**src/u8u16_pkg.sv**
```systemverilog
// Shared types and constants for the UTF-8 to UTF-16 stream decoder.
// No dependencies; imported by every module of the block.
`timescale 1ns / 1ps

package u8u16_pkg;

    localparam logic [15:0] ERR_WORD  = 16'h003F;
    localparam logic [5:0]  HI_SURR   = 6'b110110;
    localparam logic [5:0]  LO_SURR   = 6'b110111;
    localparam logic [20:0] SUPP_BASE = 21'h010000;

    localparam int QUEUE_DEPTH = 4;
    localparam int QUEUE_AW    = $clog2(QUEUE_DEPTH);
    localparam int QUEUE_CW    = $clog2(QUEUE_DEPTH + 1);

    // One queue entry: the one or two result beats caused by one input byte.
    typedef struct packed {
        logic [15:0] word0;
        logic [15:0] word1;
        logic        valid0;
        logic        two;
        logic        eos;
    } entry_t;

    // Queue status seen by the front and back.
    typedef struct packed {
        logic empty;
        logic full;
    } queue_status_t;

endpackage

```
**src/utf8_to_utf16_stream_decoder_unit.sv**
```systemverilog
// Top level of the UTF-8 to UTF-16 stream decoder: front, queue and back.
// Depends on u8u16_pkg, u8u16_front, u8u16_queue and u8u16_back.
//
//  channel | direction | fields                                        | handshake
//  s_      | in        | s_in_byte[7:0], s_last_byte                   | s_valid / s_ready
//  m_      | out       | m_utf16_word[15:0], m_word_valid, m_end_of_string | m_valid / m_ready
//
// One byte is accepted per cycle while the four-entry queue has room.
// The back sends one result beat per cycle while m_ready is high; a byte that gives two words
// (surrogate pair, or error word plus retried byte) takes two beats of the output port.
// A result passes through the queue and then the output register before it appears on the m_ channel.
// Reset clears the decoder state, the queue pointers and count, and the output valid flag.
// With m_ready low the queue fills and s_ready drops once it is full.
`timescale 1ns / 1ps

module utf8_to_utf16_stream_decoder_unit
    import u8u16_pkg::*;
(
    input  logic        aclk,
    input  logic        aresetn,
    input  logic        s_valid,
    output logic        s_ready,
    input  logic [7:0]  s_in_byte,
    input  logic        s_last_byte,
    output logic        m_valid,
    input  logic        m_ready,
    output logic [15:0] m_utf16_word,
    output logic        m_word_valid,
    output logic        m_end_of_string
);

    queue_status_t q_status;
    entry_t        push_entry;
    entry_t        head;
    logic          push;
    logic          pop;

    u8u16_front u_front (
        .aclk        (aclk),
        .aresetn     (aresetn),
        .s_valid     (s_valid),
        .s_ready     (s_ready),
        .s_in_byte   (s_in_byte),
        .s_last_byte (s_last_byte),
        .q_status    (q_status),
        .push        (push),
        .push_entry  (push_entry)
    );

    u8u16_queue u_queue (
        .aclk       (aclk),
        .aresetn    (aresetn),
        .push       (push),
        .push_entry (push_entry),
        .pop        (pop),
        .head       (head),
        .status     (q_status)
    );

    u8u16_back u_back (
        .aclk            (aclk),
        .aresetn         (aresetn),
        .head            (head),
        .q_status        (q_status),
        .pop             (pop),
        .m_valid         (m_valid),
        .m_ready         (m_ready),
        .m_utf16_word    (m_utf16_word),
        .m_word_valid    (m_word_valid),
        .m_end_of_string (m_end_of_string)
    );

endmodule

```
**src/u8u16_front.sv**
```systemverilog
// Front part: accepts UTF-8 bytes, tracks the pending sequence, builds queue entries.
// Depends on u8u16_pkg.
`timescale 1ns / 1ps

module u8u16_front
    import u8u16_pkg::*;
(
    input  logic          aclk,
    input  logic          aresetn,
    input  logic          s_valid,
    output logic          s_ready,
    input  logic [7:0]    s_in_byte,
    input  logic          s_last_byte,
    input  queue_status_t q_status,
    output logic          push,
    output entry_t        push_entry
);

    localparam logic [20:0] MIN_TWO_CONT = 21'h00001F;
    localparam logic [20:0] MIN_ONE_CONT = 21'h00000F;

    typedef struct packed {
        logic        ok;
        logic [1:0]  pend;
        logic [20:0] code;
    } lead_t;

    function automatic lead_t lead_decode(input logic [7:0] c);
        lead_t r;
        r.ok   = 1'b1;
        r.pend = 2'd0;
        r.code = 21'd0;
        unique case (c) inside
            [8'h00:8'h7F]: begin
                r.code = {13'd0, c};
            end
            [8'hC2:8'hDF]: begin
                r.pend = 2'd1;
                r.code = {16'd0, c[4:0]};
            end
            [8'hE0:8'hEF]: begin
                r.pend = 2'd2;
                r.code = {17'd0, c[3:0]};
            end
            [8'hF0:8'hF7]: begin
                r.pend = 2'd3;
                r.code = {18'd0, c[2:0]};
            end
            default: begin
                r.ok = 1'b0;
            end
        endcase
        return r;
    endfunction

    logic [20:0] partial_reg, partial_next;
    logic [1:0]  pend_reg, pend_next;
    logic        stopped_reg, stopped_next;

    lead_t       lead;
    logic [20:0] cont_code;
    logic [20:0] supp;
    logic [1:0]  cont_np;
    logic        cont_fail;
    logic [1:0]  n_words;
    logic [15:0] w0, w1;
    logic        accept;

    assign s_ready = !q_status.full;
    assign accept  = s_valid && s_ready;

    always_comb begin
        lead      = lead_decode(s_in_byte);
        cont_code = {partial_reg[14:0], s_in_byte[5:0]};
        cont_np   = pend_reg - 2'd1;
        supp      = cont_code - SUPP_BASE;
        cont_fail = (s_in_byte[7:6] != 2'b10)
                 || (cont_np == 2'd1 && cont_code <= MIN_TWO_CONT)
                 || (cont_np == 2'd2 && cont_code <= MIN_ONE_CONT);
        n_words      = 2'd0;
        w0           = 16'd0;
        w1           = 16'd0;
        pend_next    = pend_reg;
        partial_next = partial_reg;
        stopped_next = stopped_reg;
        if (!stopped_reg) begin
            if (pend_reg != 2'd0) begin
                if (cont_fail) begin
                    // drop the sequence, then take the byte again as a lead
                    w0        = ERR_WORD;
                    n_words   = 2'd1;
                    pend_next = 2'd0;
                    if (!lead.ok) begin
                        w1      = ERR_WORD;
                        n_words = 2'd2;
                    end else if (lead.pend != 2'd0) begin
                        pend_next    = lead.pend;
                        partial_next = lead.code;
                    end else if (lead.code == 21'd0) begin
                        stopped_next = 1'b1;
                    end else begin
                        w1      = lead.code[15:0];
                        n_words = 2'd2;
                    end
                end else if (cont_np != 2'd0) begin
                    pend_next    = cont_np;
                    partial_next = cont_code;
                end else begin
                    pend_next    = 2'd0;
                    partial_next = cont_code;
                    if (cont_code >= SUPP_BASE) begin
                        w0      = {HI_SURR, supp[19:10]};
                        w1      = {LO_SURR, supp[9:0]};
                        n_words = 2'd2;
                    end else begin
                        w0      = cont_code[15:0];
                        n_words = 2'd1;
                    end
                end
            end else begin
                if (!lead.ok) begin
                    w0      = ERR_WORD;
                    n_words = 2'd1;
                end else if (lead.pend != 2'd0) begin
                    pend_next    = lead.pend;
                    partial_next = lead.code;
                end else if (lead.code == 21'd0) begin
                    stopped_next = 1'b1;
                end else begin
                    w0      = lead.code[15:0];
                    n_words = 2'd1;
                end
            end
        end
    end

    always_comb begin
        push_entry.word0  = w0;
        push_entry.word1  = w1;
        push_entry.valid0 = (n_words != 2'd0);
        push_entry.two    = (n_words == 2'd2);
        push_entry.eos    = s_last_byte;
        push              = accept && ((n_words != 2'd0) || s_last_byte);
    end

    always_ff @(posedge aclk) begin
        if (!aresetn) begin
            partial_reg <= 21'd0;
            pend_reg    <= 2'd0;
            stopped_reg <= 1'b0;
        end else if (accept) begin
            if (s_last_byte) begin
                partial_reg <= 21'd0;
                pend_reg    <= 2'd0;
                stopped_reg <= 1'b0;
            end else begin
                partial_reg <= partial_next;
                pend_reg    <= pend_next;
                stopped_reg <= stopped_next;
            end
        end
    end

endmodule

```
**src/u8u16_queue.sv**
```systemverilog
// Short queue of result entries between the front and back parts.
// Depends on u8u16_pkg.
`timescale 1ns / 1ps

module u8u16_queue
    import u8u16_pkg::*;
(
    input  logic          aclk,
    input  logic          aresetn,
    input  logic          push,
    input  entry_t        push_entry,
    input  logic          pop,
    output entry_t        head,
    output queue_status_t status
);

    entry_t                mem [QUEUE_DEPTH];
    logic [QUEUE_AW-1:0]   wr_ptr_reg;
    logic [QUEUE_AW-1:0]   rd_ptr_reg;
    logic [QUEUE_CW-1:0]   count_reg;

    assign head         = mem[rd_ptr_reg];
    assign status.empty = (count_reg == QUEUE_CW'(0));
    assign status.full  = (count_reg == QUEUE_CW'(QUEUE_DEPTH));

    always_ff @(posedge aclk) begin
        if (push) begin
            mem[wr_ptr_reg] <= push_entry;
        end
    end

    always_ff @(posedge aclk) begin
        if (!aresetn) begin
            wr_ptr_reg <= '0;
            rd_ptr_reg <= '0;
            count_reg  <= '0;
        end else begin
            if (push) begin
                wr_ptr_reg <= wr_ptr_reg + QUEUE_AW'(1);
            end
            if (pop) begin
                rd_ptr_reg <= rd_ptr_reg + QUEUE_AW'(1);
            end
            if (push && !pop) begin
                count_reg <= count_reg + QUEUE_CW'(1);
            end else if (pop && !push) begin
                count_reg <= count_reg - QUEUE_CW'(1);
            end
        end
    end

endmodule

```
**src/u8u16_back.sv**
```systemverilog
// Back part: drains queue entries and sends one result beat per cycle while m_ready is high.
// Depends on u8u16_pkg.
`timescale 1ns / 1ps

module u8u16_back
    import u8u16_pkg::*;
(
    input  logic          aclk,
    input  logic          aresetn,
    input  entry_t        head,
    input  queue_status_t q_status,
    output logic          pop,
    output logic          m_valid,
    input  logic          m_ready,
    output logic [15:0]   m_utf16_word,
    output logic          m_word_valid,
    output logic          m_end_of_string
);

    logic        out_valid_reg;
    logic [15:0] out_word_reg;
    logic        out_wvalid_reg;
    logic        out_eos_reg;
    logic        sec_pend_reg;
    logic [15:0] sec_word_reg;
    logic        sec_eos_reg;
    logic        load;

    assign load = !out_valid_reg || m_ready;
    assign pop  = load && !sec_pend_reg && !q_status.empty;

    assign m_valid         = out_valid_reg;
    assign m_utf16_word    = out_word_reg;
    assign m_word_valid    = out_wvalid_reg;
    assign m_end_of_string = out_eos_reg;

    always_ff @(posedge aclk) begin
        if (!aresetn) begin
            out_valid_reg <= 1'b0;
            sec_pend_reg  <= 1'b0;
        end else if (load) begin
            if (sec_pend_reg) begin
                out_valid_reg <= 1'b1;
                sec_pend_reg  <= 1'b0;
            end else if (!q_status.empty) begin
                out_valid_reg <= 1'b1;
                sec_pend_reg  <= head.two;
            end else begin
                out_valid_reg <= 1'b0;
            end
        end
    end

    always_ff @(posedge aclk) begin
        if (load) begin
            if (sec_pend_reg) begin
                out_word_reg   <= sec_word_reg;
                out_wvalid_reg <= 1'b1;
                out_eos_reg    <= sec_eos_reg;
            end else if (!q_status.empty) begin
                out_word_reg   <= head.word0;
                out_wvalid_reg <= head.valid0;
                out_eos_reg    <= head.eos && !head.two;
                sec_word_reg   <= head.word1;
                sec_eos_reg    <= head.eos;
            end
        end
    end

endmodule

```
**config.mk**
```make
export PLATFORM = sky130hd
export DESIGN_NAME = utf8_to_utf16_stream_decoder_unit
export DESIGN_NICKNAME = d
export VERILOG_FILES = /design/src/u8u16_pkg.sv /design/src/utf8_to_utf16_stream_decoder_unit.sv /design/src/u8u16_front.sv /design/src/u8u16_queue.sv /design/src/u8u16_back.sv
export SDC_FILE = /design/constraint.sdc
export NUM_CORES = 1
export LEC_CHECK = 0
export BUFFER_PORTS_ARGS = -buffer_cell sky130_fd_sc_hd__clkbuf_2
export CAP_MARGIN = 15
export CORE_AREA = 2 2 165 167
export DETAILED_ROUTE_END_ITERATION = 10
export DIE_AREA = 0 0 167 169
export HOLD_SLACK_MARGIN = 0.1
export PLACE_DENSITY = 0.47
export SLEW_MARGIN = 20
export SYNTH_ARGS = -nofsm -noshare
export SYNTH_HDL_FRONTEND = slang
export SYNTH_SLANG_ARGS = --single-unit
```
**constraint.sdc**
```tcl
create_clock -name aclk -period 4.33 [get_ports aclk]
set_clock_uncertainty 0.05 [all_clocks]
set_input_delay 0.6495 -clock aclk [delete_from_list [all_inputs] [get_ports aclk]]
set_output_delay 0.6495 -clock aclk [all_outputs]
set_load 0.01 [all_outputs]
```
-- Word level (Yosys, flattened, before mapping)
Memory sizes are Yosys's and may differ from the RTL's. A register that Yosys moved wholly into a read port is not among the register bits.
Cells that the tools add are included.
- $add $sub $neg: 6
- magnitude comparators: 11
- equal/unequal tests: 7
- mux-type cells: 64
- bitwise gates (word level): 2
- reduce and logical (&&, ||, !) cells: 38
- operators with widths (cell ; number):
    16-bit 2-to-1 mux ; 14
    21-bit 2-to-1 mux ; 6
    2-bit 2-to-1 mux ; 21
    8-bit case mux with 4 select lines ; 1
    8-bit >= comparator (second input constant) ; 3
    8-bit less-or-equal comparator (second input constant) ; 3
    21-bit by 17-bit >= comparator with 1-bit output (second input constant) ; 1
    21-bit by 4-bit less-or-equal comparator with 1-bit output (second input constant) ; 1
    21-bit by 5-bit less-or-equal comparator with 1-bit output (second input constant) ; 1
    21-bit logical NOT ; 1
    20-bit by 17-bit subtractor with 20-bit output (second input constant) ; 1
    1-bit 2-to-1 mux ; 18
    1-bit logical AND ; 13
    2-bit nonzero test ; 5
    8-bit by 1-bit >= comparator with 1-bit output (second input constant) ; 1
    8-bit by 7-bit less-or-equal comparator with 1-bit output (second input constant) ; 1
    8-bit 2-to-1 mux ; 1
    1-bit logical NOT ; 7
    3-bit 2-to-1 mux ; 2
    2-bit inequality test (second input constant) ; 3
    2-bit case mux with 3 select lines ; 1
    3-bit nonzero test ; 2
    2-bit by 1-bit adder with 2-bit output (second input constant) ; 2
    2-bit == test (second input constant) ; 2
    other kinds (12) ; 17
- bits in registers: 68
- RAM bits: 140
- bits of input ports: 13
- logic and storage cells: 142
- memories kept: 1
- memory list (memory ; depth ; width ; rd ports ; clocked after Yosys merged registers in ; wr ports ; line ; RTL):
    u_queue.mem ; 4 ; 35 ; 1 ; 1 ; 1 ; u8u16_queue.sv:17 ; entry_t mem [QUEUE_DEPTH];

-- Depth between registers and ports, before layout
- depth in word-level cells: 17
- gate-level depth with buffers: 12

-- Cells and area by module
Synthesis repeated with hierarchy kept, for this count alone.
- cell total of the unflattened synthesis: 506
- area total of the unflattened synthesis: 8526.9 um^2
- modules (own cells, without submodules) (module ; times used ; cells an instance ; area each (um^2) ; seq. area each (um^2)):
    u8u16_queue ; 1 ; 226 ; 5547.8 ; 4384.2
    u8u16_front ; 1 ; 210 ; 1586.5 ; 360.3
    u8u16_back ; 1 ; 70 ; 1392.6 ; 1091.0

-- Worst setup path after synthesis
No wires, ideal clock.
- path type: input to register
- start point: in s_in_byte[3]
- end point: reg u_queue.count_reg[2]
- arrival: 3.229 ns
- required time: 4.204 ns
- slack: 0.975 ns
- stages on the path: 11
- buffers on the path: 1
- path through: clkbuf_1 -> nor3_1 -> a211oi_1 -> o31ai_2 -> o31a_1 -> ha_1 -> inv_1 -> fa_1 -> xor2_1 -> or3_1 -> a21boi_0
- longest elaborated chain between the ends: 16
- elaborated cells between the ends (all ways): 44
- classes of those cells: order compare: 11; mux: 15; reduce/logical: 18
- ends and longest elaborated chain (what ; line ; RTL):
    start: declaration ; utf8_to_utf16_stream_decoder_unit.sv:23 ; input logic [7:0] s_in_byte,
    8-bit >= comparator (not written as such) (tied with other cells) ; u8u16_front.sv:73 ; lead = lead_decode(s_in_byte);
    1-bit logical AND (not written as such) ; u8u16_front.sv:73 ;
    8-bit case mux with 4 select lines ; u8u16_front.sv:33 ; unique case (c) inside
    21-bit logical NOT ; u8u16_front.sv:99, u8u16_front.sv:127 ;
    2-bit 2-to-1 mux ; u8u16_front.sv:99 ; end else if (lead.code == 21'd0) begin
    2-bit 2-to-1 mux ; u8u16_front.sv:96 ; end else if (lead.pend != 2'd0) begin
    2-bit 2-to-1 mux ; u8u16_front.sv:93 ; if (!lead.ok) begin
    2-bit 2-to-1 mux ; u8u16_front.sv:88 ; if (cont_fail) begin
    2-bit 2-to-1 mux (*) ; u8u16_front.sv:87 ; if (pend_reg != 2'd0) begin
    2-bit 2-to-1 mux (*) ; u8u16_front.sv:86 ; if (!stopped_reg) begin
    2-bit nonzero test (*) ; u8u16_front.sv:143 ; push = accept && ((n_words != 2'd0) || s_last_byte);
    1-bit logical OR (*) ; u8u16_front.sv:143 ;
    1-bit logical AND (*) ; u8u16_front.sv:143 ;
    named net push ; utf8_to_utf16_stream_decoder_unit.sv:35 ; logic push;
    1-bit logical NOT ; u8u16_queue.sv:46 ; end else if (pop && !push) begin
    1-bit logical AND ; u8u16_queue.sv:46 ;
    2-bit nonzero test (no line) ; -- ;
    end signal: assignment ; u8u16_queue.sv:45 ; count_reg <= count_reg + QUEUE_CW'(1);
    end signal: assignment ; u8u16_queue.sv:47 ; count_reg <= count_reg - QUEUE_CW'(1);
    end: declaration ; u8u16_queue.sv:20 ; logic [QUEUE_CW-1:0] count_reg;
The timed path passes the listed nets; every way through them passes the cells marked *.
A chain may end at the register's enable or synchronous reset.

-- Worst setup path in the final report
- start point: reg u_front.pend_reg[0]
- end point: reg u_queue.count_reg[2]
- longest elaborated chain between the ends: 14
- elaborated cells between the ends (all ways): 21
- classes of those cells: add/sub: 1; eq/ne: 2; mux: 5; reduce/logical: 13
- ends and longest elaborated chain (what ; line ; RTL):
    start: declaration ; u8u16_front.sv:57 ; logic [1:0] pend_reg, pend_next;
    start signal: assignment ; u8u16_front.sv:158 ; pend_reg <= pend_next;
    2-bit by 1-bit subtractor with 2-bit output ; u8u16_front.sv:75 ; cont_np = pend_reg - 2'd1;
    2-bit by 1-bit == test with 1-bit output ; u8u16_front.sv:78 ; || (cont_np == 2'd1 && cont_code <= MIN_TWO_CONT)
    1-bit logical AND ; u8u16_front.sv:78 ;
    1-bit logical OR ; u8u16_front.sv:78 ;
    1-bit logical OR ; u8u16_front.sv:79 ; || (cont_np == 2'd2 && cont_code <= MIN_ONE_CONT);
    2-bit 2-to-1 mux ; u8u16_front.sv:88 ;
    2-bit 2-to-1 mux (*) ; u8u16_front.sv:87 ;
    2-bit 2-to-1 mux (*) ; u8u16_front.sv:86 ;
    2-bit nonzero test (*) ; u8u16_front.sv:143 ;
    1-bit logical OR (*) ; u8u16_front.sv:143 ;
    1-bit logical AND (*) ; u8u16_front.sv:143 ;
    named net push ; utf8_to_utf16_stream_decoder_unit.sv:35 ;
    1-bit logical NOT ; u8u16_queue.sv:46 ;
    1-bit logical AND ; u8u16_queue.sv:46 ;
    2-bit nonzero test (no line) ; -- ;
Marks and branches as above.

==> flow_summary_export.csv <==
group,metric,value,unit
run_status,status,"completed",
setup_path,worstPathCellList,"inv_1 > ha_1 > or3b_2 > mux2i_1 > o31a_4 > o31a_1 > ha_1 > inv_1 > fa_1 > xor2_1 > or3_1 > a21boi_0",
synth,synth_top_family_by_area,"multiplexers",
cts,clk_latency,0.43,ns
synth,synthFlopType,"edfxtp_1",
worst_hold_path,hp-class,"reg -> reg",
cts,cts_hold_buffers,0,
cts,cts_max_path_buffers,2,
layout,nNetsFinal,569,
sta,finalCritPeriodShare,81.7,%
run,drv_cap,0,
power_and_ir_drop,leakagePower,3.03,nW
cts,cts_tree,"yes",
synth,ys_types,73,
grt,grt_pass1_vias,4709,
floorplanning,num_rows,60,
setup_path,crit_fanout,14,
worst_hold_path,hp-start,"u_front.partial_reg[14]$_SDFFE_PN0P_",
synth,synth.area.top_cells,"edfxtp_1 (58%), mux4_2 (8.7%), dfxtp_1 (7.4%)",
synth,synth-compound-area-share,9.20,%
power_and_ir_drop,p_per_area,578,mW/mm2
cts,path_clk_slew,0.07,ns
synth,yosysWarnings,0,
placed_design,pre_cts_ws,0.587,ns
worst_hold_path,holdPathEnd,"u_front.partial_reg[14]$_SDFFE_PN0P_",
sta,slew_headroom,30.0,%
synth,synth_xor_xnor_area_share,0.673,%
sta,fin_tns_setup,0,ns
synth,synth.yosys.seq_area_share,65.1,%
setup_path,max_stage_delay,0.45,ns
cts,cts_made_buffers,17,
sta,rsz0062_at_grt,"false",
setup_path,end_kind,"register",
placed_design,io_buffer_count,32,
sta,fin_ws,0.792,ns
layout,stdcell_count,897,
synth,synth_seq_cells,179,
sta,worst_pin_slew,1.05,ns
synth,syn_avg_cell_area,15.4,um2
synth,ys_top_cells_by_count,"edfxtp_1 (150), mux4_2 (30), dfxtp_1 (29)",
setup_path,crit_family,"adder cells",
layout,largest_reg_flops,120,
detailed_routing,drt_wl_total,18000,um
synth,synthSimpleGateAreaFrac,9.23,%
detailed_routing,drc,0,
sta,hold_viol,0,
cts,post-cts-setup-buffers,0,
setup_path,r2r_slack,0.79,ns
grt,overflow,0,
setup_path,r2r-start,"u_front.pend_reg[0]$_SDFFE_PN0P_",
cts,ctsResizeCount,0,
placed_design,dpl.cell_count,865,
cts,htreeDepth,4,
detailed_routing,vias,4573,
grt,grt_max_degree,31,
floorplanning,core-area,0.0265,mm2
layout,antennaDiodeCount,0,
sta,final_max_slew_viol_count,0,
sta,fin_crit,3.54,ns
placed_design,place_area,0.00838,mm2
setup_path,critical_path_required,4.64,ns
setup_path,path_buf_inv,2,
layout,synthToLayoutAreaGrowth,14.5,%
placed_design,gp_congestion,0.846,
sta,finalSetupViolations,0,
floorplanning,die-area,0.0282,mm2
worst_hold_path,hold-path-cell-count,1,
synth,yosys.area.top_type,"edfxtp_1",
synth,syn_area,0.00781,mm2
grt,grt_antenna_before_repair,0,
placed_design,dp_hpwl,11900,um
cts,cts_root_buf,"clkbuf_16",
floorplanning,ios,33,
grt,grt_first_pass_wirelength,28200,um
synth,ys_async_sr_fraction,0,%
power_and_ir_drop,ir_worst_vdd,0.193,mV
layout,stdcell_area,0.00894,mm2
setup_path,reg2reg_to,"u_queue.count_reg[2]$_SDFFE_PN0P_",
cts,numClockSinks,179,
floorplanning,die_h,169,um
synth,synth_adder_area_share,2.18,%
synth,yosys.cell_count.top_type,"edfxtp_1",
synth,synth_top_cell_area_share,57.7,%
grt,grt.total_usage,13.2,%
synth,syn-num-nets,532,
detailed_routing,first_iter_violations,413,
synth,synth_edf_count,150,
setup_path,slowest_stage,"or3b_2",
setup_path,worstRegToRegCells,12,
detailed_routing,postRouteAntennaNets,0,
floorplanning,die_w,167,um
synth,synthMuxAreaShare,11.1,%
layout,drive_above_1_share,25.5,%
setup_path,worst_ep_arrival_time,3.85,ns
detailed_routing,vias_per_cell,5.10,
setup_path,cp-start-kind,"register",
detailed_routing,dr.pass1.iters,5,
synth,syn_inst,506,
sta,fmax,0.283,GHz
detailed_routing,wl_per_cell,20.1,um
setup_path,critPathKind,"reg -> reg",
floorplanning,start_util,29.5,%
[cell families after synthesis]
group | after synthesis
DFF | 179
and+or+nand+nor | 124
AOI/OAI and AO/OA | 90
buffers and inverters | 47
muxes | 47
adders and majority gates | 13
xor gates and xnor gates | 6
[cell usage in the layout (no fill, tap or decap), drive strengths merged, types with 5 or more instances in the layout]
master	count
edfxtp	150
clkbuf	49
mux4	30
inv	30
dfxtp	29
nor2	23
o21ai	19
nand2	17
and2	15
nand3	13
buf	13
a22o	12
ha	12
mux2	11
nor4	10
nor3	10
and3	7
a21oi	7
a211o	6
mux2i	6
a211oi	6
nand2b	5
a31oi	5
[worst max path at each step]
| stage | start | endpoint | cells after the start |
|---|---|---|---|
| after floorplan | s_in_byte[3] | u_queue.count_reg[2]$_SDFFE_PN0P_ | 11 |
| after global placement | s_in_byte[4] | u_queue.count_reg[2]$_SDFFE_PN0P_ | 11 |
| after detailed placement | s_in_byte[4] | u_queue.count_reg[2]$_SDFFE_PN0P_ | 11 |
| after CTS | u_front.pend_reg[0]$_SDFFE_PN0P_ | u_queue.count_reg[2]$_SDFFE_PN0P_ | 12 |
| after global routing | u_front.pend_reg[0]$_SDFFE_PN0P_ | u_queue.count_reg[2]$_SDFFE_PN0P_ | 12 |
| final | u_front.pend_reg[0]$_SDFFE_PN0P_ | u_queue.count_reg[2]$_SDFFE_PN0P_ | 12 |
[power breakdown]
part	total, mW	internal [mW]	switching [mW]
sequential	2.53	2.37	0.158
combinational	1.18	0.523	0.653
clock	1.46	0.760	0.697
total	5.17	3.66	1.51
[per-layer routing]
layer | vias up | GRT usage (%) | wire length (um)
li1 | 2087 | - | -
met1 | 2343 | 18.4 | 8450
met2 | 128 | 20.8 | 8550
met3 | 15 | 2.15 | 766
met4 | 0 | 4.57 | 255
met5 | - | 0 | 0
[cell type report]
type | instances | area (um2)
clock buffers | 17 | 425
clock inverters | 15 | 135
fillers | 2572 | 17600
inverters | 20 | 75.1
multi-input cells | 280 | 2530
flip-flops and latches | 179 | 5090
well taps | 341 | 427
repair buffers | 45 | 258
[stage by stage]
| step | power, mW | utilization, % | hold slack (ns) |
|---|---|---|---|
| finish | 5.17 | 33.7 | 0.446 |
| detailed placement | 3.80 | 31.6 | 0.418 |
| CTS | 5.27 | 33.7 | 0.448 |
| global route | 5.45 | 33.7 | 0.469 |
| floorplan | 3.33 | - | 0.400 |
| global placement | 3.77 | 31.6 | 0.417 |
No activity file was read; power rests on OpenSTA's default activity.
